[config.mk]
export PLATFORM = sky130hd
export DESIGN_NAME = ps2_key_receiver_classifier_unit
export DESIGN_NICKNAME = d
export VERILOG_FILES = /design/src/design/ps2kr_pkg.sv /design/src/design/ps2_key_receiver_classifier_unit.sv /design/src/design/ps2kr_front.sv /design/src/design/ps2kr_queue.sv /design/src/design/ps2kr_back.sv
export SDC_FILE = /design/constraint.sdc
export NUM_CORES = 1
export LEC_CHECK = 0
export ABC_AREA = 1
export BUFFER_PORTS_ARGS = -buffer_cell sky130_fd_sc_hd__buf_2
export CAP_MARGIN = 20
export CORE_UTILIZATION = 31
export CTS_CLUSTER_DIAMETER = 60
export CTS_CLUSTER_SIZE = 24
export DETAILED_ROUTE_END_ITERATION = 16
export PLACE_DENSITY_LB_ADDON = 0.08
export SYNTH_ARGS = -nofsm -noshare
export SYNTH_HDL_FRONTEND = slang
export SYNTH_SLANG_ARGS = --single-unit
[constraint.sdc]
create_clock -name clock -period 3.9 [get_ports clock]
set_clock_uncertainty 0.2 [all_clocks]
set_input_delay 1.17 -clock clock [delete_from_list [all_inputs] [get_ports clock]]
set_output_delay 1.17 -clock clock [all_outputs]
set_load 0.05 [all_outputs]
[src/design/ps2kr_pkg.sv]
// package for the ps2 key receiver and classifier
// holds the configuration, queue item and classifier types and fixed codes
// no dependencies
package ps2kr_pkg;

   localparam logic [4:0] LAST_WAIT      = 5'd22;
   localparam logic [7:0] RELEASE_PREFIX = 8'hf0;

   localparam int REQ_DATA_W = 8;
   localparam int RSP_DATA_W = 24;

   typedef enum logic [1:0] {
      CSR_TIMEOUT_TICKS      = 2'd0,
      CSR_HOLD_TICKS         = 2'd1,
      CSR_LONG_PRESS_REPEATS = 2'd2,
      CSR_IDLE_LIMIT         = 2'd3
   } csr_index_type;

   localparam logic [15:0] TIMEOUT_RESET = 16'd10000;
   localparam logic [15:0] HOLD_RESET    = 16'd1000;
   localparam logic [7:0]  REPEATS_RESET = 8'd3;
   localparam logic [7:0]  IDLE_RESET    = 8'd50;

   typedef enum logic [1:0] {
      MODE_NONE       = 2'd0,
      MODE_PRESS      = 2'd1,
      MODE_LONG_BEGUN = 2'd2,
      MODE_LONG_HELD  = 2'd3
   } press_mode_type;

   typedef enum logic [2:0] {
      CLS_IDLE    = 3'b001,
      CLS_PRESSED = 3'b010,
      CLS_LONG    = 3'b100
   } class_state_type;

   typedef struct packed {
      logic [15:0] timeout_ticks;
      logic [15:0] hold_ticks;
      logic [7:0]  long_press_repeats;
      logic [7:0]  idle_limit;
   } cfg_type;

   typedef struct packed {
      logic       clock_drive_low;
      logic       byte_valid;
      logic [7:0] key_byte;
   } frame_result_type;

endpackage

[src/design/ps2_key_receiver_classifier_unit.sv]
// top level of the ps2 key receiver and classifier
// uses ps2kr_pkg, ps2kr_front, ps2kr_queue and ps2kr_back
//
// channel  direction  fields
// req      in         clock_level, data_level
// rsp      out        clock_drive_low, byte_valid, key_byte, press_mode, held_code
// csr      in         timeout_ticks, hold_ticks, long_press_repeats, idle_limit
//
// one item per cycle sustained while the rsp side does not stall; an item's result is written to
// the output register when the classifier takes it, after passing through the queue
// the frame receiver works out an item combinationally; the classifier updates its state as it takes one
// reset clears the control state and loads the register defaults; queue entries and result data are not reset
// a stalled rsp side fills the queue of QUEUE_DEPTH items, then req_tready drops
module ps2_key_receiver_classifier_unit
   import ps2kr_pkg::*;
#(
   parameter int QUEUE_DEPTH = 2
) (
   input  logic                  clock,
   input  logic                  reset,
   input  logic                  req_tvalid,
   output logic                  req_tready,
   input  logic [REQ_DATA_W-1:0] req_tdata,  // [0] clock_level, [1] data_level
   output logic                  rsp_tvalid,
   input  logic                  rsp_tready,
   // [0] clock_drive_low, [1] byte_valid, [9:2] key_byte, [11:10] press_mode,
   // [19:12] held_code
   output logic [RSP_DATA_W-1:0] rsp_tdata,
   input  logic                  csr_we,
   input  logic [1:0]            csr_addr,
   input  logic [15:0]           csr_wdata
);

   cfg_type          cfg_ff;
   logic             push_valid, push_ready;
   frame_result_type push_item;
   logic             pop_valid, pop_ready;
   frame_result_type pop_item;

   always_ff @(posedge clock) begin
      if (reset) begin
         cfg_ff.timeout_ticks      <= TIMEOUT_RESET;
         cfg_ff.hold_ticks         <= HOLD_RESET;
         cfg_ff.long_press_repeats <= REPEATS_RESET;
         cfg_ff.idle_limit         <= IDLE_RESET;
      end else if (csr_we) begin
         unique case (csr_index_type'(csr_addr))
            CSR_TIMEOUT_TICKS:      cfg_ff.timeout_ticks      <= csr_wdata;
            CSR_HOLD_TICKS:         cfg_ff.hold_ticks         <= csr_wdata;
            CSR_LONG_PRESS_REPEATS: cfg_ff.long_press_repeats <= csr_wdata[7:0];
            CSR_IDLE_LIMIT:         cfg_ff.idle_limit         <= csr_wdata[7:0];
            default: ;
         endcase
      end
   end

   ps2kr_front u_front (
      .clock        (clock),
      .reset        (reset),
      .cfg          (cfg_ff),
      .sample_valid (req_tvalid),
      .clock_level  (req_tdata[0]),
      .data_level   (req_tdata[1]),
      .push_ready   (push_ready),
      .push_valid   (push_valid),
      .push_item    (push_item)
   );

   ps2kr_queue #(
      .DEPTH (QUEUE_DEPTH)
   ) u_queue (
      .clock      (clock),
      .reset      (reset),
      .push_valid (push_valid),
      .push_item  (push_item),
      .push_ready (push_ready),
      .pop_valid  (pop_valid),
      .pop_item   (pop_item),
      .pop_ready  (pop_ready)
   );

   ps2kr_back u_back (
      .clock      (clock),
      .reset      (reset),
      .cfg        (cfg_ff),
      .pop_valid  (pop_valid),
      .pop_item   (pop_item),
      .pop_ready  (pop_ready),
      .rsp_tvalid (rsp_tvalid),
      .rsp_tready (rsp_tready),
      .rsp_tdata  (rsp_tdata)
   );

   assign req_tready = push_ready;

   a_no_byte_while_driving: assert property (@(posedge clock) disable iff (reset)
      rsp_tvalid |-> !(rsp_tdata[0] && rsp_tdata[1]))
      else $error("result drives the clock and reports a byte at once");

   a_zero_byte_when_none: assert property (@(posedge clock) disable iff (reset)
      (rsp_tvalid && !rsp_tdata[1]) |-> (rsp_tdata[9:2] == 8'd0))
      else $error("nonzero key byte without a finished attempt");

   a_queue_entry_clean: assert property (@(posedge clock) disable iff (reset)
      push_valid |-> !(push_item.clock_drive_low && push_item.byte_valid))
      else $error("frame receiver ends an attempt during the hold phase");

   a_empty_after_reset: assert property (@(posedge clock)
      $past(reset) |-> !rsp_tvalid)
      else $error("result valid right after reset");

endmodule

[src/design/ps2kr_front.sv]
// frame receiver: follows one ps2 frame per attempt and the hold phase between attempts
// uses ps2kr_pkg; feeds ps2kr_queue
module ps2kr_front
   import ps2kr_pkg::*;
(
   input  logic             clock,
   input  logic             reset,
   input  cfg_type          cfg,
   input  logic             sample_valid,
   input  logic             clock_level,
   input  logic             data_level,
   input  logic             push_ready,
   output logic             push_valid,
   output frame_result_type push_item
);

   logic [4:0]  step_ff, step_in;
   logic [15:0] wait_ff, wait_in;
   logic [15:0] hold_ff, hold_in;
   logic [7:0]  shift_ff, shift_in;

   logic        in_hold;
   logic        drive;
   logic        ended;
   logic [7:0]  byte_out;
   logic [4:0]  eff_step;
   logic [15:0] eff_wait;
   logic [4:0]  idx;
   logic        want_low;
   logic        met;
   logic        accept;

   assign in_hold = (step_ff == 5'd0) || (step_ff > LAST_WAIT);
   assign accept  = sample_valid && push_ready;

   always_comb begin
      step_in  = step_ff;
      wait_in  = wait_ff;
      hold_in  = hold_ff;
      shift_in = shift_ff;
      drive    = 1'b0;
      ended    = 1'b0;
      byte_out = 8'd0;
      eff_step = step_ff;
      eff_wait = wait_ff;
      idx      = 5'd0;
      want_low = 1'b0;
      met      = 1'b0;
      if (in_hold) begin
         if (hold_ff < cfg.hold_ticks) begin
            hold_in = hold_ff + 16'd1;
            drive   = 1'b1;
         end else begin
            hold_in  = 16'd0;
            eff_step = 5'd1;
            eff_wait = cfg.timeout_ticks;
            step_in  = 5'd1;
            wait_in  = cfg.timeout_ticks;
         end
      end
      if (!drive) begin
         idx      = eff_step - 5'd1;
         want_low = !idx[0];
         met      = want_low ? !clock_level : clock_level;
         if (met) begin
            if (want_low && idx >= 5'd2 && idx <= 5'd16) begin
               shift_in = {data_level, shift_ff[7:1]};
            end
            if (eff_step >= LAST_WAIT) begin
               ended    = 1'b1;
               byte_out = shift_in;
            end else begin
               step_in = eff_step + 5'd1;
               wait_in = cfg.timeout_ticks;
            end
         end else if (eff_wait <= 16'd1) begin
            ended = 1'b1;
         end else begin
            wait_in = eff_wait - 16'd1;
         end
         if (ended) begin
            step_in = 5'd0;
            hold_in = 16'd0;
         end
      end
   end

   always_ff @(posedge clock) begin
      if (reset) begin
         step_ff  <= 5'd0;
         wait_ff  <= 16'd0;
         hold_ff  <= 16'd0;
         shift_ff <= 8'd0;
      end else if (accept) begin
         step_ff  <= step_in;
         wait_ff  <= wait_in;
         hold_ff  <= hold_in;
         shift_ff <= shift_in;
      end
   end

   assign push_valid                = sample_valid;
   assign push_item.clock_drive_low = drive;
   assign push_item.byte_valid      = ended;
   assign push_item.key_byte        = byte_out;

endmodule

[src/design/ps2kr_queue.sv]
// short register queue between the frame receiver and the classifier
// uses ps2kr_pkg for the item type
module ps2kr_queue
   import ps2kr_pkg::*;
#(
   parameter int DEPTH = 2
) (
   input  logic             clock,
   input  logic             reset,
   input  logic             push_valid,
   input  frame_result_type push_item,
   output logic             push_ready,
   output logic             pop_valid,
   output frame_result_type pop_item,
   input  logic             pop_ready
);

   localparam int PW = (DEPTH > 1) ? $clog2(DEPTH) : 1;
   localparam int CW = $clog2(DEPTH + 1);

   frame_result_type entry_ff [DEPTH];
   logic [PW-1:0] wr_ptr_ff, rd_ptr_ff;
   logic [CW-1:0] count_ff;
   logic          do_push, do_pop;

   assign push_ready = (count_ff != CW'(DEPTH));
   assign pop_valid  = (count_ff != '0);
   assign do_push    = push_valid && push_ready;
   assign do_pop     = pop_valid && pop_ready;
   assign pop_item   = entry_ff[rd_ptr_ff];

   always_ff @(posedge clock) begin
      if (do_push) begin
         entry_ff[wr_ptr_ff] <= push_item;
      end
   end

   always_ff @(posedge clock) begin
      if (reset) begin
         wr_ptr_ff <= '0;
         rd_ptr_ff <= '0;
         count_ff  <= '0;
      end else begin
         if (do_push) begin
            wr_ptr_ff <= (wr_ptr_ff == PW'(DEPTH - 1)) ? '0 : wr_ptr_ff + PW'(1);
         end
         if (do_pop) begin
            rd_ptr_ff <= (rd_ptr_ff == PW'(DEPTH - 1)) ? '0 : rd_ptr_ff + PW'(1);
         end
         if (do_push && !do_pop) begin
            count_ff <= count_ff + CW'(1);
         end else if (do_pop && !do_push) begin
            count_ff <= count_ff - CW'(1);
         end
      end
   end

endmodule

[src/design/ps2kr_back.sv]
// key classifier with the result output register
// uses ps2kr_pkg; takes items from ps2kr_queue
module ps2kr_back
   import ps2kr_pkg::*;
(
   input  logic                  clock,
   input  logic                  reset,
   input  cfg_type               cfg,
   input  logic                  pop_valid,
   input  frame_result_type      pop_item,
   output logic                  pop_ready,
   output logic                  rsp_tvalid,
   input  logic                  rsp_tready,
   output logic [RSP_DATA_W-1:0] rsp_tdata
);

   class_state_type cls_ff, cls_in;
   logic [7:0]      prev_ff, prev_in;
   logic [7:0]      repeat_ff, repeat_in;
   logic [7:0]      idle_ff, idle_in;
   press_mode_type  mode_ff, mode_in;
   logic            out_valid_ff;
   logic [RSP_DATA_W-1:0] out_data_ff;
   logic [7:0]      b;
   logic [7:0]      idle_inc;
   logic [7:0]      repeat_inc;
   logic            take;

   assign b          = pop_item.key_byte;
   assign idle_inc   = idle_ff + 8'd1;
   assign repeat_inc = repeat_ff + 8'd1;
   assign pop_ready  = !out_valid_ff || rsp_tready;
   assign take       = pop_valid && pop_ready;

   always_comb begin
      cls_in    = cls_ff;
      prev_in   = prev_ff;
      repeat_in = repeat_ff;
      idle_in   = idle_ff;
      mode_in   = mode_ff;
      if (pop_item.byte_valid) begin
         if (b == 8'd0) begin
            idle_in = idle_inc;
            if (idle_inc > cfg.idle_limit) begin
               idle_in = 8'd0;
               cls_in  = CLS_IDLE;
            end
         end else begin
            idle_in = 8'd0;
            unique case (cls_ff)
               CLS_PRESSED: begin
                  if (prev_ff == b) begin
                     repeat_in = repeat_inc;
                     if (repeat_inc == cfg.long_press_repeats) begin
                        cls_in    = CLS_LONG;
                        repeat_in = 8'd0;
                        mode_in   = MODE_LONG_BEGUN;
                     end
                  end else if (b == RELEASE_PREFIX) begin
                     prev_in = b;
                  end else begin
                     repeat_in = 8'd0;
                     cls_in    = CLS_IDLE;
                     prev_in   = 8'd0;
                  end
               end
               CLS_LONG: begin
                  if (prev_ff == b) begin
                     mode_in = MODE_LONG_HELD;
                  end else if (b == RELEASE_PREFIX) begin
                     prev_in = b;
                  end else begin
                     mode_in = MODE_NONE;
                     cls_in  = CLS_IDLE;
                  end
               end
               default: begin
                  if (b != RELEASE_PREFIX) begin
                     prev_in = b;
                     cls_in  = CLS_PRESSED;
                     mode_in = MODE_PRESS;
                  end else begin
                     prev_in = 8'd0;
                     mode_in = MODE_NONE;
                     cls_in  = CLS_IDLE;
                  end
               end
            endcase
         end
      end
   end

   always_ff @(posedge clock) begin
      if (reset) begin
         cls_ff       <= CLS_IDLE;
         prev_ff      <= 8'd0;
         repeat_ff    <= 8'd0;
         idle_ff      <= 8'd0;
         mode_ff      <= MODE_NONE;
         out_valid_ff <= 1'b0;
      end else begin
         if (take) begin
            cls_ff    <= cls_in;
            prev_ff   <= prev_in;
            repeat_ff <= repeat_in;
            idle_ff   <= idle_in;
            mode_ff   <= mode_in;
         end
         if (pop_ready) begin
            out_valid_ff <= pop_valid;
         end
      end
   end

   always_ff @(posedge clock) begin
      if (take) begin
         out_data_ff <= {4'd0, prev_in, mode_in, pop_item.key_byte,
                         pop_item.byte_valid, pop_item.clock_drive_low};
      end
   end

   assign rsp_tvalid = out_valid_ff;
   assign rsp_tdata  = out_data_ff;

endmodule

==> results.cfg, run 1 <==
[floorplan]
num_rows = 64
start_util_pct = 31.6
dieArea_um2 = 32000
core_um2 = 30700
die_h_um = 179
die_x_um = 179
io-pin-count = 57

[grt]
grt_pass1_wl_um = 43000
grt_pass1_vias = 8012
grt_max_degree = 63
grt_antenna_before_repair = 0
globalRouteTotalUtil_pct = 17.4
grt-ovfl-total = 0

[critical_path]
cp_slowest_stage_delay_ns = 0.37
crit_chain = inv_1, ha_1, nand2_1, nor4_2, nand2_1, nand2_4, buf_4, nand3_1, nand2_1, ha_1, inv_1, nand2_1, nand3_1, nor2_1, nand2_2, nand2_2, nand3_4, nand4_1, a21oi_1
critPathKind = reg2reg
critPathMaxFanout = 17
end_kind = flip-flop
worstPathArrival_ns = 3.69
crit_top_cell = nand2_1
crit_slowest_cell = nor4_2
start_kind = flip-flop
crit_required_ns = 3.99

[flow_run]
drv_cap = 0

[drt]
wl_per_cell_um = 14.5
first_pass_iters = 5
dr_wl_met3_um = 703
dr_wl_met2_um = 12500
wirelength_um = 26400
top_layer_used = met4
drt-initial-drc-count = 421
avgViaCountPerCell = 4.74
met1Wirelength_um = 12900
via_count = 8619
antenna_left = 0
drc = 0

[placement]
place_ws_ns = 0.299
routabilityCongestion = 0.826
port_buffers = 46
place_hpwl_um = 18800

[synth]
syn_area_um2 = 9690
synth_ff_type = dfxtp_1
synth_fa_ha_area_share_pct = 4.13
muxShareOfSynthArea_pct = 0.116
synth_top_area_cell = dfxtp_1
synth-simple-area-share_pct = 25.3
synth-xor-area-share_pct = 3.44
synth_edf_count = 40
ys_ff_latch = 168
synth_compound_area_share_pct = 16.7
synth_common_cells = 294 x nand2_1, 203 x inv_1, 134 x o21ai_0
avgSynthCellArea_um2 = 7.07
synth_seq_area_share_pct = 38.9
async_flop_share_pct = 0
synthTopCellsByArea = dfxtp_1 26%, edfxtp_1 12%, nand2_1 11%
synth_cell_type_count = 44
synth_top_family_by_area = simple AND/OR/NAND/NOR gates
synth_top_area_share_pct = 26.5
yosys_warnings = 0
syn_inst = 1369
yosysMostFrequentCell = nand2_1

[final_layout]
drive_above_1_share_pct = 10.8
final_nets = 1474
antenna_cells = 0
fill_cells = 3303
area_delta_synth_final_pct = 13.7

[clocking]
cts_made_buffers = 17
clockBufferDepth = 2
htreeDepth = 4
cts.clk_slew.worst_paths_ns = 0.07
insertion_delay_ns = 0.45
cts_tree = yes
cts_sinks = 168
root_buffer = clkbuf_16

[timing]
grt_setup_unrepaired = false
fin_crit_ns = 3.60
hold_violations = 0
max_freq_ghz = 0.278
finalCritPeriodShare_pct = 92.3
fin_ws_ns = 0.300
tightest_slew_ns = 0.964
slew_viol_final = 0
setup_violations = 0
fin_tns_setup_ns = 0
relSlewSlack_pct = 35.5

[pwr]
total_leakage_power_nw = 4.94
intPower_mw = 4.59
ir_drop_v = 0.000375
clockPowerShare_pct = 21.5
seq_power_share_pct = 28.5
combPwrFrac_pct = 50.0
switching_share_pct = 46.6
switchingPower_mw = 4.01
total_power_mw = 8.60
power.density_nw_per_um2 = 781

[outcome]
status = finished, final reports clean

[min_path]
hold_class = reg2reg
## timing repair
action,4_1_cts,5_1_grt
gates resized for setup,0,5
setup endpoints to repair,0,13
hold buffers,0,0
setup buffers,0,0
## worst paths after layout
check | start | endpoint | slack [ns] | cells past startpoint
worst max-delay path | cfg_ff[31]$_SDFFE_PP0P_ | u_front.hold_ff[11]$_SDFFE_PP0P_ | 0.30 | 19
worst min-delay path | u_queue.rd_ptr_ff$_SDFFE_PP0P_ | u_queue.rd_ptr_ff$_SDFFE_PP0P_ | 0.25 | 1
worst max register to register | cfg_ff[31]$_SDFFE_PP0P_ | u_front.hold_ff[11]$_SDFFE_PP0P_ | 0.30 | 19
worst min register to register | u_queue.rd_ptr_ff$_SDFFE_PP0P_ | u_queue.rd_ptr_ff$_SDFFE_PP0P_ | 0.25 | 1
## kinds of logic (layout without fill, tap and decap cells)
| kind of cell | count (synthesis) | in the layout |
|---|---|---|
| buffers and inverters | 270 | 322 |
| XOR/XNOR | 38 | 38 |
| AO/OA/AOI/OAI | 308 | 308 |
| adder cells (fa/ha/maj) | 32 | 32 |
| other | 1 | 4 |
| AND/OR/NAND/NOR | 551 | 551 |
| flip-flops | 168 | 168 |
| multiplexers | 1 | 1 |
## cell usage in the layout, fill, tap and decap left out, types with 32 or more instances in the layout
cell type  count
xor2_1        33
inv_1        202
buf_2         46
dfxtp_1      128
edfxtp_1      40
o21ai_0      134
ha_1          32
a21oi_1      120
nor2_1        97
nand3_1       79
nand2_1      294
## flip-flops by register name (all words and copies together), names as in the netlist, 16 cells and up, named ones only
register          flops
cfg_ff               48
u_queue.entry_ff     20
u_front.wait_ff      16
u_back.rsp_tdata     20
u_front.hold_ff      16
## per-stage QoR
stage / hold slack (ns) / area (um^2) / utilization (%) / instances
finish: 0.251 / 11000 / 35.9 / 1820
global route: 0.280 / 11000 / 35.9 / 1820
CTS: 0.256 / 11000 / 35.8 / 1820
detailed placement: 0.244 / 10400 / 33.8 / 1788
global placement: 0.233 / 10400 / 33.8 / 1788
floorplan: 0.226 / 9700 / - / 1372
## metal layers
layer  vias to the layer above  global-route usage (%)
met5                         -                       0
met1                      3927                    22.4
met2                       114                    29.6
met3                        23                    3.01
met4                         0                    4.80
li1                       4555                       -
## layout make-up
class                   count  area, um^2  share of cell area [%]
multi-input cells         934        4860                    44.1
flip-flops and latches    168        3760                    34.2
inverters                 213         800                    7.26
well taps                 396         495                    4.50
repair buffers             77         463                    4.20
clock buffers              19         454                    4.12
clock inverters            13         180                    1.64
## power by group through the flow
| stage | registers [mW] | logic, mW | clock network, mW |
|---|---|---|---|
| floorplan | 2.85 | 2.90 | 0 |
| global placement | 2.49 | 4.31 | 0 |
| detailed placement | 2.49 | 4.31 | 0 |
| CTS | 2.45 | 4.33 | 1.91 |
| global route | 2.51 | 4.85 | 1.98 |
| finish | 2.45 | 4.30 | 1.85 |
## worst max-delay path, delay by kind of cell, from the launching register on
family	cells	cell delay (ns)
flip-flops	1	0.31
AO/OA/AOI/OAI	1	0.07
adder cells (fa/ha/maj)	2	0.51
AND/OR/NAND/NOR	13	2.03
buffers and inverters	3	0.33
Note: power is estimated with default switching activity, not from simulation.
==> inputs of run 2 (changes only) <==
- RECOVER_POWER: default -> 50
==> results.cfg, run 2 (synthesis results as in run 1) <==
[final_layout]
area_delta_synth_final_pct = 13.3
largest_reg_flops = 48
drive_above_1_share_pct = 9.27
layout_commonest_cell = nand2_1
final_nets = 1474
final_cell_mix = 294 x nand2_1, 203 x inv_1, 136 x o21ai_0
antenna_cells = 0
top_register = cfg_ff

[floorplan]
die_h_um = 179
num_rows = 64
core_um2 = 30700
start_util_pct = 31.6
die_x_um = 179
io-pin-count = 57
dieArea_um2 = 32000

[flow_run]
drv_cap = 0

[pwr]
switching_share_pct = 46.8
intPower_mw = 4.56
switchingPower_mw = 4.01
total_leakage_power_nw = 4.88
combPwrFrac_pct = 49.8
power.density_nw_per_um2 = 781
ir_drop_v = 0.000373
seq_power_share_pct = 28.7
total_power_mw = 8.57
clockPowerShare_pct = 21.6

[timing]
setup_violations = 0
relSlewSlack_pct = 4.58
grt_setup_unrepaired = false
max_freq_ghz = 0.277
fin_crit_ns = 3.61
holdWs_ns = 0.255
finalCritPeriodShare_pct = 92.5
fin_tns_setup_ns = 0
slew_viol_final = 0
tightest_slew_ns = 1.43
hold_violations = 0

[placement]
port_buffers = 46
routabilityCongestion = 0.826
place_hpwl_um = 18800

[grt]
grt_antenna_before_repair = 0
grt_pass1_wl_um = 43000
grt_max_degree = 63
grt-ovfl-total = 0
globalRouteTotalUtil_pct = 17.4
grt_pass1_vias = 8012

[min_path]
hold_class = reg2reg
hold_start = u_queue.rd_ptr_ff$_SDFFE_PP0P_
holdPathStages = 1
min_to = u_queue.rd_ptr_ff$_SDFFE_PP0P_

[clocking]
cts_tree = yes
insertion_delay_ns = 0.45
cts_made_buffers = 17
holdBufCountCts = 0
htreeDepth = 4
root_buffer = clkbuf_16
cts_sinks = 168
clockBufferDepth = 2
cts.clk_slew.worst_paths_ns = 0.07

[critical_path]
r2r-start = cfg_ff[31]$_SDFFE_PP0P_
worstPathArrival_ns = 3.70
critPathKind = reg2reg
rrSetupSlack_ns = 0.29
r2r-end = u_front.hold_ff[11]$_SDFFE_PP0P_
rr_worst_depth = 19
crit_required_ns = 3.99
critPathMaxFanout = 17
start_kind = flip-flop
end_kind = flip-flop

[drt]
via_count = 8638
drt-initial-drc-count = 439
wl_per_cell_um = 14.5
first_pass_iters = 5
antenna_left = 0
wirelength_um = 26500
drc = 0
avgViaCountPerCell = 4.75

[outcome]
status = finished, final reports clean
## run 2: cell types whose count changed in the layout (fill, tap and decap cells not counted), sizes merged
cell and delta:
buf -20, clkbuf +20
## run 2: final cells by class
type                    count  area [um^2]
repair buffers             77          428
clock inverters            13          180
well taps                 396          495
flip-flops and latches    168         3760
multi-input cells         934         4860
inverters                 213          800
clock buffers              19          454
fillers                  3310        19700
## run 2: power groups by stage
| stage | combinational [mW] | sequential, mW | clock [mW] |
|---|---|---|---|
| 6_report | 4.26 | 2.46 | 1.85 |
| 5_1_grt | 4.81 | 2.52 | 1.98 |
| 4_1_cts | 4.33 | 2.45 | 1.91 |
| 3_5_place_dp | 4.31 | 2.49 | 0 |
| 3_3_place_gp | 4.31 | 2.49 | 0 |
| 2_1_floorplan | 2.90 | 2.85 | 0 |
## run 2: worst max path at each step
stage | startpoint | endpoint | slack [ns]
floorplan | u_front.hold_ff[11]$_SDFFE_PP0P_ | u_front.hold_ff[7]$_SDFFE_PP0P_ | 0.74
global placement | cfg_ff[25]$_SDFFE_PP1P_ | u_queue.entry_ff[0][3]$_DFFE_PP_ | 0.31
finish | cfg_ff[31]$_SDFFE_PP0P_ | u_front.hold_ff[11]$_SDFFE_PP0P_ | 0.29
CTS | cfg_ff[25]$_SDFFE_PP1P_ | u_queue.entry_ff[1][3]$_DFFE_PP_ | 0.27
global route | cfg_ff[21]$_SDFFE_PP1P_ | u_front.shift_ff[6]$_SDFFE_PP0P_ | 0.01
detailed placement | cfg_ff[25]$_SDFFE_PP1P_ | u_queue.entry_ff[0][4]$_DFFE_PP_ | 0.30
## run 2: what timing repair did
action | 4_1_cts | 5_1_grt
gates resized for setup | 0 | 5
hold endpoints to repair | 0 | 0
setup endpoints to repair | 0 | 13
setup buffers | 0 | 0
## run 2: stage by stage
step | setup slack, ns | util [%] | cells | instance area (um^2)
finish | 0.292 | 35.8 | 1820 | 11000
global route | 0.0128 | 35.8 | 1820 | 11000
CTS | 0.269 | 35.8 | 1820 | 11000
detailed placement | 0.299 | 33.8 | 1788 | 10400
global placement | 0.308 | 33.8 | 1788 | 10400
floorplan | 0.738 | - | 1372 | 9700
## run 2: metal layers
| metal | share of wire (%) | track usage (%) |
|---|---|---|
| met1 | 49 | 22.4 |
| met2 | 47 | 29.6 |
| met3 | 2.6 | 3.01 |
| met4 | 1.3 | 4.80 |
| met5 | 0 | 0 |
## run 2: worst max-delay path, stage by stage (launching register included)
cell,delay [ns]
dfxtp_1,0.30
inv_1,0.05
ha_1,0.29
nand2_1,0.09
nor4_2,0.37
nand2_1,0.14
nand2_4,0.10
buf_4,0.19
nand3_1,0.09
nand2_1,0.20
ha_1,0.22
inv_1,0.09
nand2_1,0.08
nand3_1,0.07
nor2_1,0.24
nand2_2,0.14
nand2_2,0.11
nand3_4,0.23
nand4_1,0.17
a21oi_1,0.07
